[config.mk]
export PLATFORM = sky130hd
export DESIGN_NAME = scancode_to_ascii_decoder
export DESIGN_NICKNAME = d
export VERILOG_FILES = /design/src/sc2a_pkg.sv /design/src/sc2a_in_stage.sv /design/src/sc2a_decode.sv /design/src/scancode_to_ascii_decoder.sv
export SDC_FILE = /design/constraint.sdc
export NUM_CORES = 1
export LEC_CHECK = 0
export BUFFER_PORTS_ARGS = -buffer_cell sky130_fd_sc_hd__buf_2
export CORE_ASPECT_RATIO = 2
export CORE_UTILIZATION = 55
export CTS_CLUSTER_DIAMETER = 150
export CTS_CLUSTER_SIZE = 16
export DETAILED_ROUTE_END_ITERATION = 16
export HOLD_SLACK_MARGIN = 0.03
export PLACE_DENSITY = 0.8
export RECOVER_POWER = 25
export SYNTH_ARGS = -nofsm -noshare
export SYNTH_HDL_FRONTEND = slang
export SYNTH_SLANG_ARGS = --single-unit
[constraint.sdc]
create_clock -name aclk -period 3.4 [get_ports aclk]
set_input_delay 0.17 -clock aclk [delete_from_list [all_inputs] [get_ports aclk]]
set_output_delay 0.17 -clock aclk [all_outputs]
set_load 0.005 [all_outputs]
[src/sc2a_pkg.sv]
// Shared types, scan code constants and key lookup tables for the scan code decoder.
// No dependencies; imported by sc2a_decode and the top level.
package sc2a_pkg;

    localparam logic [7:0] PREFIX_EXT   = 8'hE0;
    localparam logic [7:0] RELEASE_MASK = 8'h80;
    localparam logic [6:0] CODE_MASK    = 7'h7F;
    localparam logic [6:0] CODE_LSHIFT  = 7'h2A;
    localparam logic [6:0] CODE_RSHIFT  = 7'h36;
    localparam logic [6:0] CODE_CTRL    = 7'h1D;
    localparam logic [6:0] CODE_ALT     = 7'h38;
    localparam logic [6:0] CODE_CAPS    = 7'h3A;
    localparam logic [7:0] EXT_UP       = 8'h48;
    localparam logic [7:0] EXT_DOWN     = 8'h50;
    localparam logic [7:0] EXT_LEFT     = 8'h4B;
    localparam logic [7:0] EXT_RIGHT    = 8'h4D;
    localparam logic [6:0] TABLE_LEN    = 7'd58;

    localparam logic       KIND_CHAR  = 1'b0;
    localparam logic       KIND_ARROW = 1'b1;

    localparam logic [1:0] ARROW_UP    = 2'd0;
    localparam logic [1:0] ARROW_DOWN  = 2'd1;
    localparam logic [1:0] ARROW_LEFT  = 2'd2;
    localparam logic [1:0] ARROW_RIGHT = 2'd3;

    localparam logic [6:0] ASCII_LOWER_A = 7'h61;
    localparam logic [6:0] ASCII_LOWER_Z = 7'h7A;
    localparam logic [6:0] ASCII_CASE    = 7'h20;

    typedef struct packed {
        logic       emit;
        logic       key_kind;
        logic [6:0] character;
        logic [1:0] arrow;
        logic       ctrl_down;
        logic       alt_down;
    } result_t;

    function automatic logic [6:0] plain_char(input logic [5:0] code);
        logic [6:0] ch;
        case (code)
            6'h01: ch = 7'h1B;
            6'h02: ch = 7'h31;
            6'h03: ch = 7'h32;
            6'h04: ch = 7'h33;
            6'h05: ch = 7'h34;
            6'h06: ch = 7'h35;
            6'h07: ch = 7'h36;
            6'h08: ch = 7'h37;
            6'h09: ch = 7'h38;
            6'h0A: ch = 7'h39;
            6'h0B: ch = 7'h30;
            6'h0C: ch = 7'h2D;
            6'h0D: ch = 7'h3D;
            6'h0E: ch = 7'h08;
            6'h0F: ch = 7'h09;
            6'h10: ch = 7'h71;
            6'h11: ch = 7'h77;
            6'h12: ch = 7'h65;
            6'h13: ch = 7'h72;
            6'h14: ch = 7'h74;
            6'h15: ch = 7'h79;
            6'h16: ch = 7'h75;
            6'h17: ch = 7'h69;
            6'h18: ch = 7'h6F;
            6'h19: ch = 7'h70;
            6'h1A: ch = 7'h5B;
            6'h1B: ch = 7'h5D;
            6'h1C: ch = 7'h0A;
            6'h1E: ch = 7'h61;
            6'h1F: ch = 7'h73;
            6'h20: ch = 7'h64;
            6'h21: ch = 7'h66;
            6'h22: ch = 7'h67;
            6'h23: ch = 7'h68;
            6'h24: ch = 7'h6A;
            6'h25: ch = 7'h6B;
            6'h26: ch = 7'h6C;
            6'h27: ch = 7'h3B;
            6'h28: ch = 7'h27;
            6'h29: ch = 7'h60;
            6'h2B: ch = 7'h5C;
            6'h2C: ch = 7'h7A;
            6'h2D: ch = 7'h78;
            6'h2E: ch = 7'h63;
            6'h2F: ch = 7'h76;
            6'h30: ch = 7'h62;
            6'h31: ch = 7'h6E;
            6'h32: ch = 7'h6D;
            6'h33: ch = 7'h2C;
            6'h34: ch = 7'h2E;
            6'h35: ch = 7'h2F;
            6'h39: ch = 7'h20;
            default: ch = 7'h00;
        endcase
        return ch;
    endfunction

    function automatic logic [6:0] upper_char(input logic [5:0] code);
        logic [6:0] ch;
        case (code)
            6'h02: ch = 7'h21;
            6'h03: ch = 7'h40;
            6'h04: ch = 7'h23;
            6'h05: ch = 7'h24;
            6'h06: ch = 7'h25;
            6'h07: ch = 7'h5E;
            6'h08: ch = 7'h26;
            6'h09: ch = 7'h2A;
            6'h0A: ch = 7'h28;
            6'h0B: ch = 7'h29;
            6'h0C: ch = 7'h5F;
            6'h0D: ch = 7'h2B;
            6'h1A: ch = 7'h7B;
            6'h1B: ch = 7'h7D;
            6'h27: ch = 7'h3A;
            6'h28: ch = 7'h22;
            6'h29: ch = 7'h7E;
            6'h2B: ch = 7'h7C;
            6'h33: ch = 7'h3C;
            6'h34: ch = 7'h3E;
            6'h35: ch = 7'h3F;
            default: ch = plain_char(code);
        endcase
        return ch;
    endfunction

endpackage

[src/sc2a_in_stage.sv]
// Input register for scan code bytes with its valid/ready handshake.
// Depends on nothing but the clock and reset; feeds sc2a_decode.
module sc2a_in_stage (
    input  logic       aclk,
    input  logic       aresetn,
    input  logic       s_valid,
    output logic       s_ready,
    input  logic [7:0] s_scan_byte,
    input  logic       advance,
    output logic       byte_valid,
    output logic [7:0] scan_byte
);

    logic       valid_reg;
    logic       valid_next;
    logic [7:0] byte_reg;

    assign s_ready    = !valid_reg || advance;
    assign valid_next = (s_valid && s_ready) || (valid_reg && !advance);

    always_ff @(posedge aclk) begin
        if (!aresetn) begin
            valid_reg <= 1'b0;
        end else begin
            valid_reg <= valid_next;
        end
    end

    always_ff @(posedge aclk) begin
        if (s_valid && s_ready) begin
            byte_reg <= s_scan_byte;
        end
    end

    assign byte_valid = valid_reg;
    assign scan_byte  = byte_reg;

endmodule

[src/sc2a_decode.sv]
// Modifier, caps lock and extended prefix flags plus the byte-to-result mapping.
// Uses sc2a_pkg for the constants, the lookup tables and result_t.
module sc2a_decode
    import sc2a_pkg::*;
(
    input  logic       aclk,
    input  logic       aresetn,
    input  logic [7:0] scan_byte,
    input  logic       advance,
    output result_t    result
);

    logic shift_reg, shift_next;
    logic ctrl_reg, ctrl_next;
    logic alt_reg, alt_next;
    logic caps_reg, caps_next;
    logic prefix_reg, prefix_next;

    logic       is_release;
    logic [6:0] code;
    logic [6:0] ch;
    logic [6:0] ch_case;

    assign is_release = (scan_byte & RELEASE_MASK) != 8'h00;
    assign code       = scan_byte[6:0] & CODE_MASK;
    assign ch         = shift_reg ? upper_char(code[5:0]) : plain_char(code[5:0]);
    assign ch_case    = ((shift_reg || caps_reg) && ch >= ASCII_LOWER_A && ch <= ASCII_LOWER_Z)
                        ? ch - ASCII_CASE : ch;

    always_comb begin
        shift_next  = shift_reg;
        ctrl_next   = ctrl_reg;
        alt_next    = alt_reg;
        caps_next   = caps_reg;
        prefix_next = prefix_reg;
        result      = '0;
        result.ctrl_down = ctrl_reg;
        result.alt_down  = alt_reg;
        if (prefix_reg) begin
            prefix_next     = 1'b0;
            result.key_kind = KIND_ARROW;
            case (scan_byte)
                EXT_UP: begin
                    result.emit  = 1'b1;
                    result.arrow = ARROW_UP;
                end
                EXT_DOWN: begin
                    result.emit  = 1'b1;
                    result.arrow = ARROW_DOWN;
                end
                EXT_LEFT: begin
                    result.emit  = 1'b1;
                    result.arrow = ARROW_LEFT;
                end
                EXT_RIGHT: begin
                    result.emit  = 1'b1;
                    result.arrow = ARROW_RIGHT;
                end
                default: begin
                    result.emit = 1'b0;
                end
            endcase
        end else if (scan_byte == PREFIX_EXT) begin
            prefix_next = 1'b1;
        end else begin
            case (code)
                CODE_LSHIFT, CODE_RSHIFT: shift_next = !is_release;
                CODE_CTRL:                ctrl_next  = !is_release;
                CODE_ALT:                 alt_next   = !is_release;
                CODE_CAPS: begin
                    if (!is_release) begin
                        caps_next = !caps_reg;
                    end
                end
                default: begin
                    result.key_kind  = KIND_CHAR;
                    result.character = ch_case;
                    result.emit      = !is_release && code < TABLE_LEN && ch_case != 7'h00;
                end
            endcase
        end
    end

    always_ff @(posedge aclk) begin
        if (!aresetn) begin
            shift_reg  <= 1'b0;
            ctrl_reg   <= 1'b0;
            alt_reg    <= 1'b0;
            caps_reg   <= 1'b0;
            prefix_reg <= 1'b0;
        end else if (advance) begin
            shift_reg  <= shift_next;
            ctrl_reg   <= ctrl_next;
            alt_reg    <= alt_next;
            caps_reg   <= caps_next;
            prefix_reg <= prefix_next;
        end
    end

endmodule

[src/scancode_to_ascii_decoder.sv]
// Top level of the scan code set 1 to ASCII decoder: input stage, decode, result register.
// Depends on sc2a_pkg, sc2a_in_stage and sc2a_decode.
//
//   channel  direction  handshake          payload
//   s_       in         s_valid / s_ready  s_scan_byte[7:0]
//   m_       out        m_valid / m_ready  m_key_kind, m_character[6:0], m_arrow[1:0],
//                                          m_ctrl_down, m_alt_down
//
// One byte per cycle while m_ is not stalled; a result reaches m_ from the input register via the result register.
// A byte moves from the input register through decode into the result register.
// Bytes that give no result still advance the flags and leave the result register alone.
// A stalled m_ side holds the result register and then the input register, then drops s_ready.
// Synchronous active-low reset clears all flags and both valid bits.
module scancode_to_ascii_decoder
    import sc2a_pkg::*;
(
    input  logic       aclk,
    input  logic       aresetn,
    input  logic       s_valid,
    output logic       s_ready,
    input  logic [7:0] s_scan_byte,
    output logic       m_valid,
    input  logic       m_ready,
    output logic       m_key_kind,
    output logic [6:0] m_character,
    output logic [1:0] m_arrow,
    output logic       m_ctrl_down,
    output logic       m_alt_down
);

    logic       byte_valid;
    logic [7:0] scan_byte;
    logic       advance;
    result_t    result;
    result_t    out_reg;
    logic       out_valid_reg;
    logic       out_valid_next;

    assign advance = byte_valid && (!out_valid_reg || m_ready);

    sc2a_in_stage u_in_stage (
        .aclk        (aclk),
        .aresetn     (aresetn),
        .s_valid     (s_valid),
        .s_ready     (s_ready),
        .s_scan_byte (s_scan_byte),
        .advance     (advance),
        .byte_valid  (byte_valid),
        .scan_byte   (scan_byte)
    );

    sc2a_decode u_decode (
        .aclk      (aclk),
        .aresetn   (aresetn),
        .scan_byte (scan_byte),
        .advance   (advance),
        .result    (result)
    );

    always_comb begin
        if (advance) begin
            out_valid_next = result.emit || (out_valid_reg && !m_ready);
        end else begin
            out_valid_next = out_valid_reg && !m_ready;
        end
    end

    always_ff @(posedge aclk) begin
        if (!aresetn) begin
            out_valid_reg <= 1'b0;
        end else begin
            out_valid_reg <= out_valid_next;
        end
    end

    always_ff @(posedge aclk) begin
        if (advance && result.emit) begin
            out_reg <= result;
        end
    end

    assign m_valid     = out_valid_reg;
    assign m_key_kind  = out_reg.key_kind;
    assign m_character = out_reg.character;
    assign m_arrow     = out_reg.arrow;
    assign m_ctrl_down = out_reg.ctrl_down;
    assign m_alt_down  = out_reg.alt_down;

endmodule
[Yosys cells after proc, flatten, opt, wreduce, memory -nomap -nowiden]
Memory sizes are Yosys's and may differ from the RTL's. A register that Yosys moved wholly into a read port is not among the register bits.
Index checks and enable logic that the tools add are counted.
Word-level totals
  register bits: 27
  memory bits (read-only): 896
  output and inout port bits: 14
  logic and storage cells: 95
  memories kept: 2
Memories
  (no name shown): depth 64, width 7, read ports 1, clocked after Yosys merged registers in 1, wr ports 0, RTL line sc2a_pkg.sv:42  | case (code)
  (no name shown): depth 64, width 7, read ports 1, clocked after Yosys merged registers in 1, wr ports 0, RTL line sc2a_pkg.sv:42
Cells by class
  add/subtract/negate cells: 1
  $lt $le $gt $ge: 3
  equal/unequal tests: 31
  muxes and demuxes: 13
  bitwise logic cells: 3
  reductions and logical operators: 29
Operator list (number)
  $pmux 7 s21: 1
  $eq 6x6->1 const B: 7
  $eq 6x4->1 const B: 6
  $eq 8x7->1 const B: 4
  $eq 7x6->1 const B: 4
  $eq 6x3->1 const B: 4
  $mux 9: 2
  $mux 7: 2
  $eq 6x2->1 const B: 2
  $eq 6x5->1 const B: 2
  $mux 6: 2
  $reduce_and 4->1: 3
  $logic_and 1x1->1: 9
  $eq 8x8->1 const B: 1
  $eq 7x5->1 const B: 1
  $ge 7x7->1 const B: 1
  $le 7x7->1 const B: 1
  $lt 7x6->1 const B: 1
  $reduce_bool 7->1: 1
  $reduce_or 7->1: 1
  $sub 7x6->7 const B: 1
  $logic_not 1->1: 6
  $pmux 2 s3: 1
  $logic_or 1x1->1: 5
  other kinds (7): 12

[Longest topological paths before layout]
Gate-level depths: netlist of the first run.
  word-level depth: 14
  depth in mapped cells: 15
  mapped depth without buffers: 13

[Cells and area by module]
From an unflattened synthesis of the first run, not the netlist that was laid out.
Unflattened totals
  cell total of the unflattened synthesis: 311
  area, all modules: 2767.7 µm²
By module, submodules not included
  sc2a_decode: instances 1, cells each 280, area an instance 2035.7 µm², seq. area each 100.1 µm²
  scancode_to_ascii_decoder: instances 1, cells each 18, area an instance 434.2 µm², seq. area each 380.4 µm²
  sc2a_in_stage: instances 1, cells each 13, area an instance 297.8 µm², seq. area each 260.2 µm²

[Worst setup path before layout of the first run]
No wires, ideal clock.
  path kind: reg-to-reg
  from: register u_in_stage.byte_reg[4] (netlist: u_in_stage.scan_byte[4])
  to: register out_reg (netlist bit m_character[5]), data pin
  arrival time: 2961 ps
  setup slack: 179 ps
  stages on the path, launching flop included: 13
  period minus slack after synthesis: 3221 ps
  cells stage by stage: edfxtp_1 or2_2 a311o_4 a21oi_4 mux2_2 ha_1 a21oi_1 nor2b_1 a21oi_1 a221o_1 nor3_1 o311a_1 mux2_4
Between the ends
  longest elaborated chain between the ends: 7
Ends and longest elaborated chain
  from (decl): RTL line sc2a_in_stage.sv:16  | logic [7:0] byte_reg;
  from (signal assigned): RTL line sc2a_in_stage.sv:31  | byte_reg <= s_scan_byte;
  $eq 6x6->1, or another cell as far along: RTL line sc2a_pkg.sv:102  | case (code)
  $pmux 7 s21: RTL line sc2a_pkg.sv:102
  $mux 7: RTL line sc2a_decode.sv:26  | assign ch = shift_reg ? upper_char(code[5:0]) : plain_char(code[5:0]);
  $ge 7x7->1: RTL line sc2a_decode.sv:27  | assign ch_case = ((shift_reg || caps_reg) && ch >= ASCII_LOWER_A && ch <= ASCII_LOWER_Z)
  $logic_and 1x1->1 (2 in series): RTL line sc2a_decode.sv:27
  $mux 7: RTL line sc2a_decode.sv:28  | ? ch - ASCII_CASE : ch;
  to (signal assigned): RTL line scancode_to_ascii_decoder.sv:78  | out_reg <= result;
  to (decl): RTL line scancode_to_ascii_decoder.sv:35  | result_t out_reg;
Parallel ways exist; a longest one is shown, timed or not.
A chain may end at the register's enable or synchronous reset.

[Worst setup path in the final report of the first run]
  from: register u_in_stage.byte_reg[2] (netlist: u_in_stage.scan_byte[2])
  to: register out_reg (netlist bit m_character[5]), data pin
Same word-level chain as after synthesis.

==> impl_metrics.json, run 1 <==
{
  "outcome": "completed",
  "grtUsageTotal": 0.366,
  "fmax_mhz": 303,
  "finalCoreUtilization": 0.672,
  "fin_cells": 458,
  "hold_slack_ns": 0.0374,
  "final_cell_mix": "41 x buf_4, 32 x nor2_1, 29 x a21oi_1",
  "min_period_ns": 3.30,
  "drtIter0Drc": 99,
  "synth_cell_types": 66,
  "critical_path_buf_inv_count": 0,
  "drt-total-wl_um": 9050,
  "postRouteAntennaNets": 0,
  "yosysSeqAreaShare": 0.303,
  "tightest_slew_ns": 0.738,
  "synth-edff-count": 20,
  "finalPower_mw": 1.15,
  "dr_wl_met3_um": 368,
  "placed_cells_incl_taps": 445,
  "cts_inserted_buffers": 5,
  "nets": 423,
  "clockBufferDepth": 2,
  "path_cells": "and4b_1 > a21oi_2 > a311o_4 > a21oi_4 > mux2_4 > ha_2 > a21oi_2 > nor2b_1 > a21oi_1 > a221o_1 > nor3_2 > o311a_1 > mux2_4",
  "fin_ws_ns": 0.0982,
  "met2_length_um": 4860,
  "cp_slowest_cell": "edfxtp_1",
  "hold_class": "in2reg",
  "drc": 0,
  "syn_area_um2": 2910,
  "die_area_um2": 5600,
  "diodes": 0,
  "grt_max_degree": 22,
  "antenna_found_initial": 0,
  "drv_cap": 0,
  "clk_latency_ns": 0.30,
  "worst_setup_path_start_kind": "flop",
  "gp_congestion": 1.00,
  "synth_flop_cell": "edfxtp_1",
  "stdcell_area_um2": 3420,
  "synth_nets": 373,
  "pre_cts_ws_ns": 0.0215,
  "cts_root_buf": "clkbuf_8",
  "leakage_nw": 1.30,
  "synthArstFlopShare": 0,
  "max-slew-margin-rel": 0.505,
  "hold_viol_final": 0,
  "syn_area_per_cell_um2": 8.34,
  "die_y_um": 105,
  "tns_ns": 0,
  "vdd_ir_drop_max_mv": 0.299,
  "clkTransAtPathRegs_ns": 0.07,
  "area_growth_pct": 17.5,
  "layout_worst_path_cycle_share": 0.971,
  "grt_pass1_vias": 3039,
  "drive_gt1_frac": 0.225,
  "ioPinCount": 26,
  "worstReg2RegStart": "u_in_stage.scan_byte[2]",
  "layout_commonest_cell": "buf_4",
  "hp-start": "s_scan_byte[7]",
  "start_util": 0.571,
  "drv_slew": 0,
  "powerDensity_nw_per_um2": 338,
  "critical_path_arrival_ns": 3.36,
  "cts.sinks": 34,
  "grt_overflow": 0,
  "dpl_cell_area_um2": 3280,
  "required_ns": 3.46,
  "rows": 37,
  "vias_per_cell": 6.62,
  "slowest_delay_ns": 0.49,
  "wl_per_cell_um": 19.8,
  "cts.hold.buffers_added": 0,
  "port_buffers": 25,
  "grt_pass1_wl_um": 14600,
  "crit_family": "compound AO/OA/AOI/OAI gates",
  "wl_met1_um": 2970,
  "drt_first_pass_iters": 5,
  "synthCells": 349,
  "end_kind": "flop",
  "route.vias.total": 3031,
  "startpoint": "u_in_stage.scan_byte[2]",
  "cp_max_fo": 8,
  "routed.top_layer": "met4",
  "synth-seq-cells": 34,
  "die_width_um": 53.4,
  "setup_violations": 0,
  "crit_type": "reg2reg",
  "ys_warn_count": 0,
  "cts_tree": "yes",
  "finClkSkew_ns": 0.00594,
  "core_um2": 5090,
  "hpwl_um": 7030,
  "htreeDepth": 2
}
timing repair:
action / in CTS / in global routing
endpoints found under the setup margin: 0 / 2
gates resized for setup: 0 / 9
setup buffers: 0 / 5
kinds of logic (layout without fill, tap and decap cells):
kind of cell    count (synthesis)  count (layout)  synth area share
buf+inv                        33              84            0.0477
xor+xnor                        4               4            0.0120
mux                            18              18            0.0744
flops                          34              34             0.303
compound gates                114             114             0.276
simple gates                  134             134             0.235
fa+ha+maj                      12              12            0.0516
final cells by class:
class / count / area [um^2]
clock buffers: 5 / 68.8
clock inverters: 3 / 16.3
fillers: 459 / 1670
inverters: 10 / 37.5
multi-input cells: 282 / 1920
flip-flops and latches: 34 / 881
well taps: 58 / 72.6
repair buffers: 66 / 424
routing by layer:
layer | vias up | track usage
li1 | 1440 | -
met1 | 1419 | 0.317
met2 | 112 | 0.621
met3 | 60 | 0.0990
met4 | 0 | 0.336
met5 | - | 0
power breakdown:
group | internal [mW] | total (mW) | switching [mW]
registers | 0.465 | 0.491 | 0.0261
logic | 0.153 | 0.365 | 0.212
clock network | 0.140 | 0.299 | 0.159
total | 0.758 | 1.15 | 0.397
worst paths after layout:
| path | slack, ns | cells past startpoint | endpoint |
|---|---|---|---|
| max | 0.1 | 13 | m_character[5] |
| min reg2reg | 0.45 | 0 | m_alt_down |
| max reg2reg | 0.1 | 13 | m_character[5] |
| min | 0.04 | 1 | u_in_stage.scan_byte[7] |
Yosys cell counts, drive strengths merged (6+ instances only):
library cell | number | area (um^2)
a21oi | 32 | 175
nor2 | 32 | 120
nand2 | 28 | 108
edfxtp | 20 | 601
nor3 | 16 | 80.1
buf | 15 | 71.3
o21ai | 15 | 75.1
dfxtp | 14 | 280
ha | 12 | 150
nand3 | 11 | 55.1
a211oi | 10 | 80.1
a31oi | 10 | 62.6
mux2i | 10 | 100
nand2b | 10 | 62.6
nor2b | 10 | 62.6
inv | 9 | 33.8
clkbuf | 8 | 30.0
nand3b | 8 | 60.1
mux2 | 6 | 71.3
Power figures use the tool's default switching activity.
==> run 2: changes to the inputs <==
Settings changed: CORE_UTILIZATION 55 to 60, GPL_TIMING_DRIVEN set to 0, PLACE_DENSITY 0.8 to 0.82.
Clock period 3.4 ns to 3.5 ns, I/O delays scaled along.
==> run 2 against run 1 <==
Net effect:
- final cell count decreased by 2.4%
- fmax down 1.1%
- first-iteration DRC count is 87% higher
- via count up 2.5%
- critical path type unchanged
- largest cell class unchanged
- highest routed layer unchanged
==> impl_metrics.json, run 2 (synthesis results as in run 1) <==
{
  "outcome": "completed",
  "grt_pass1_vias": 3111,
  "htreeDepth": 2,
  "rows": 35,
  "met2_length_um": 4990,
  "die_width_um": 51.2,
  "crit_type": "reg2reg",
  "cts_root_buf": "clkbuf_8",
  "wl_per_cell_um": 21.2,
  "tightest_slew_ns": 1.02,
  "swShare": 0.352,
  "drc": 0,
  "finClkSkew_ns": 0.0104,
  "cts.hold.buffers_added": 0,
  "cts_tree": "yes",
  "min_period_ns": 3.34,
  "core_um2": 4640,
  "drt_first_pass_iters": 5,
  "hpwl_um": 7130,
  "clk_latency_ns": 0.30,
  "routed.top_layer": "met4",
  "grt_pass1_wl_um": 15200,
  "final_cell_mix": "29 x a21oi_1, 29 x nor2_1, 27 x nand2_1",
  "vdd_ir_drop_max_mv": 0.274,
  "finalPower_mw": 1.12,
  "hold_viol_final": 0,
  "antenna_found_initial": 0,
  "internal_power_uw": 727,
  "diodes": 0,
  "required_ns": 3.56,
  "powerDensity_nw_per_um2": 334,
  "crit_family": "compound AO/OA/AOI/OAI gates",
  "drv_slew": 0,
  "grtUsageTotal": 0.398,
  "ioPinCount": 26,
  "slowest_delay_ns": 0.46,
  "dr_wl_met3_um": 497,
  "cts.sinks": 34,
  "cp_max_fo": 10,
  "fmax_mhz": 300,
  "drt-total-wl_um": 9470,
  "pwr-share-seq": 0.424,
  "nets": 415,
  "layout_worst_path_cycle_share": 0.954,
  "grt_overflow": 0,
  "route.vias.total": 3108,
  "die_y_um": 100,
  "p_sw_uw": 395,
  "critical_path_buf_inv_count": 1,
  "vias_per_cell": 6.95,
  "area_growth_pct": 15.3,
  "cts_inserted_buffers": 5,
  "worst_setup_path_start_kind": "flop",
  "clkTransAtPathRegs_ns": 0.07,
  "postRouteAntennaNets": 0,
  "start_util": 0.627,
  "drv_cap": 0,
  "grt_max_degree": 14,
  "critical_path_arrival_ns": 3.40,
  "port_buffers": 25,
  "leakage_nw": 1.23,
  "gp_congestion": 1.04,
  "max-slew-margin-rel": 0.299,
  "clockPowerShare": 0.260,
  "drive_gt1_frac": 0.212,
  "clockBufferDepth": 2,
  "hold_slack_ns": 0.0491,
  "cp_slowest_cell": "edfxtp_1",
  "wl_met1_um": 3020,
  "die_area_um2": 5150,
  "drtIter0Drc": 185,
  "setup_violations": 0,
  "power.share.combinational": 0.316,
  "hold_class": "in2reg",
  "end_kind": "flop",
  "path_cells": "clkbuf_4 > nor2b_1 > or3_1 > a211oi_2 > o221ai_2 > mux2_4 > ha_4 > a21oi_2 > nor2b_1 > a21oi_1 > a221o_1 > nor3_2 > o311a_1 > mux2_4"
}
run 2: through the flow:
step           std cells  utilization  cell area [um^2]  worst slack, ns  TNS (ns)
6_report             447        0.723              3350            0.162         0
5_1_grt              447        0.723              3350          -0.0354   -0.0450
4_1_cts              439        0.694              3220          0.00322         0
3_5_place_dp         429        0.669              3100           -0.231     -2.27
3_3_place_gp         429        0.669              3100           -0.186     -1.14
2_1_floorplan        349            -              2910            0.279         0
run 2: final timing paths:
| check | depth (start not counted) | startpoint | end | slack [ns] |
|---|---|---|---|---|
| worst min register to register | 0 | u_decode.ctrl_reg | m_ctrl_down | 0.45 |
| worst max-delay path | 14 | u_in_stage.scan_byte[2] | m_character[5] | 0.16 |
| worst max register to register | 14 | u_in_stage.scan_byte[2] | m_character[5] | 0.16 |
| worst min-delay path | 1 | s_scan_byte[7] | u_in_stage.scan_byte[7] | 0.05 |
run 2: repair_timing:
action                                  4_1_cts  5_1_grt
setup buffers                                 2        8
endpoints found under the setup margin       16       14
pin swaps                                     1        3
resized for setup                             9       27
run 2: routing by layer:
| metal | GRT usage | vias up |
|---|---|---|
| li1 | - | 1416 |
| met5 | 0 | - |
| met3 | 0.0754 | 75 |
| met2 | 0.728 | 176 |
| met4 | 0.356 | 0 |
| met1 | 0.345 | 1441 |
run 2: layout make-up:
type	count	area, um^2
multi-input combinational	282	1970
fill	388	1290
sequential	34	881
timing repair buffer	35	191
buffer	23	120
clock buffer	6	72.6
tap	55	68.8
inverter	10	37.5
clock inverter	2	10.0
run 2: power groups by stage:
stage / Clock, mW / Sequential (mW) / Combinational (mW)
global placement: 0 / 0.481 / 0.313
finish: 0.291 / 0.476 / 0.355
floorplan: 0 / 0.475 / 0.234
CTS: 0.284 / 0.474 / 0.323
detailed placement: 0 / 0.483 / 0.319
global route: 0.297 / 0.479 / 0.382
==> run 3: changes to the inputs <==
Settings changed: CORE_UTILIZATION 60 to 62, CTS_BUF_LIST set to sky130_fd_sc_hd__clkbuf_8, PLACE_DENSITY 0.82 to 0.85.
==> run 3 against run 2 <==
Net effect:
- sequential share of layout area increased by 0.98 points
- cell area fell by 3.6%
- fmax fell by 3.8%
- wire length down 2.3%
- core utilization up 0.84 points
- sequential cell count unchanged
- largest power group unchanged
==> impl_metrics.json, run 3 (synthesis results as in run 1) <==
{
  "grt_overflow": 0,
  "wl_per_cell_um": 21.2,
  "finalCoreUtilization": 0.731,
  "grt_max_degree": 14,
  "powerDensity_nw_per_um2": 339,
  "drv_slew": 0,
  "vias_per_cell": 6.96,
  "final_cell_mix": "30 x a21oi_1, 29 x nor2_1, 28 x buf_2",
  "multi_input_area_um2": 1930,
  "clockBufferDepth": 2,
  "grt_most_used_layer": "met2",
  "min_period_ns": 3.47,
  "cp_slowest_cell": "edfxtp_1",
  "outcome": "completed",
  "internal_power_uw": 713,
  "end_kind": "flop",
  "area_growth_pct": 11.1,
  "worst_setup_path_start_kind": "flop",
  "start_util": 0.658,
  "hold_class": "in2reg",
  "route.vias.total": 3042,
  "p_sw_uw": 385,
  "seq_area_um2": 881,
  "hpwl_um": 7160,
  "drc": 0,
  "crit_type": "reg2reg",
  "drtIter0Drc": 144,
  "finalPower_mw": 1.10,
  "die_width_um": 50.4,
  "finClkSkew_ns": 0.0101,
  "grt_util_met2": 0.748,
  "htreeDepth": 2,
  "leakage_nw": 1.17,
  "core_um2": 4420,
  "required_ns": 3.55,
  "grtUsageMet3": 0.0772,
  "dpl_cell_area_um2": 3100,
  "cts.sinks": 34,
  "critical_path_arrival_ns": 3.52,
  "drv_cap": 0,
  "cp_max_fo": 10,
  "die_area_um2": 4990,
  "layout_commonest_cell": "a21oi_1",
  "clk_latency_ns": 0.30,
  "critical_path_buf_inv_count": 2,
  "clockPowerShare": 0.260,
  "grt_pass1_wl_um": 15100,
  "power.share.combinational": 0.306,
  "tightest_slew_ns": 1.02,
  "fmax_mhz": 288,
  "gr-usage-met1": 0.358,
  "clkTransAtPathRegs_ns": 0.07,
  "pwr-share-seq": 0.433,
  "fin_ws_ns": 0.0321,
  "rows": 34,
  "layout_worst_path_cycle_share": 0.991,
  "cts_root_buf": "clkbuf_8",
  "hold_depth": 1,
  "postRouteAntennaNets": 0,
  "ioPinCount": 26,
  "nets": 406,
  "tns_ns": 0,
  "path_depth": 15,
  "antenna_found_initial": 0,
  "pre_cts_ws_ns": -0.275,
  "diodes": 0,
  "stdcell_area_um2": 3230,
  "path_cells": "clkbuf_2 > buf_2 > nand3b_1 > o21ai_0 > a32oi_1 > o21ai_0 > mux2_2 > ha_1 > a21oi_1 > nor2b_1 > a21oi_1 > a221o_1 > nor3_1 > o311a_1 > mux2_4",
  "port_buffers": 25,
  "rsz0062_at_grt": "true",
  "vdd_ir_drop_max_mv": 0.306,
  "reg2reg_depth": 15,
  "drt-total-wl_um": 9250,
  "hold_viol_final": 0,
  "cts_inserted_buffers": 5,
  "crit_family": "compound AO/OA/AOI/OAI gates",
  "setup_violations": 0,
  "slowest_delay_ns": 0.52,
  "n_fill_cell": 385,
  "drt_first_pass_iters": 5,
  "grt_pass1_vias": 3099,
  "gp_congestion": 0.985,
  "die_y_um": 98.9,
  "swShare": 0.351,
  "drive_gt1_frac": 0.185,
  "grtUsageTotal": 0.404,
  "cts_tree": "yes",
  "max-slew-margin-rel": 0.297
}
run 3: power by group through the flow:
stage	clock (mW)	sequential, mW	combinational, mW
floorplan	0	0.475	0.234
global placement	0	0.482	0.309
CTS	0.283	0.474	0.322
global route	0.301	0.477	0.362
detailed placement	0	0.483	0.318
finish	0.286	0.475	0.336
run 3: area by class of cell:
class | instances | area share
inverter | 10 | 0.0116
clock inverter | 3 | 0.00426
clock buffer | 5 | 0.0213
multi-input combinational | 282 | 0.596
sequential | 34 | 0.272
tap | 54 | 0.0209
buffer | 23 | 0.0344
timing repair buffer | 26 | 0.0391
run 3: repair_timing:
item / CTS / global route
gates resized for setup: 9 / 9
pin swaps: 1 / 0
hold buffers: 0 / 0
setup endpoints to repair: 16 / 14
buffers inserted: 1 / 0
run 3: metal layers:
layer  share of wire  vias up
met5               0        -
li1                -     1405
met2            0.56      167
met4           0.068        0
met1            0.33     1416
met3           0.044       54
run 3: path summary, 6_finish.rpt:
check,from,endpoint,slack (ns)
setup / recovery,u_in_stage.scan_byte[3],m_character[5],0.03
hold / removal,s_scan_byte[7],u_in_stage.scan_byte[7],0.05
setup reg to reg,u_in_stage.scan_byte[3],m_character[5],0.03
hold reg to reg,u_decode.ctrl_reg,m_ctrl_down,0.45
run 3: metrics by stage:
stage,cells,hold WS [ns]
after detailed placement,428,0.354
after floorplan,349,0.274
after global routing,437,0.0402
after CTS,437,0.0501
after global placement,428,0.352
final,437,0.0452
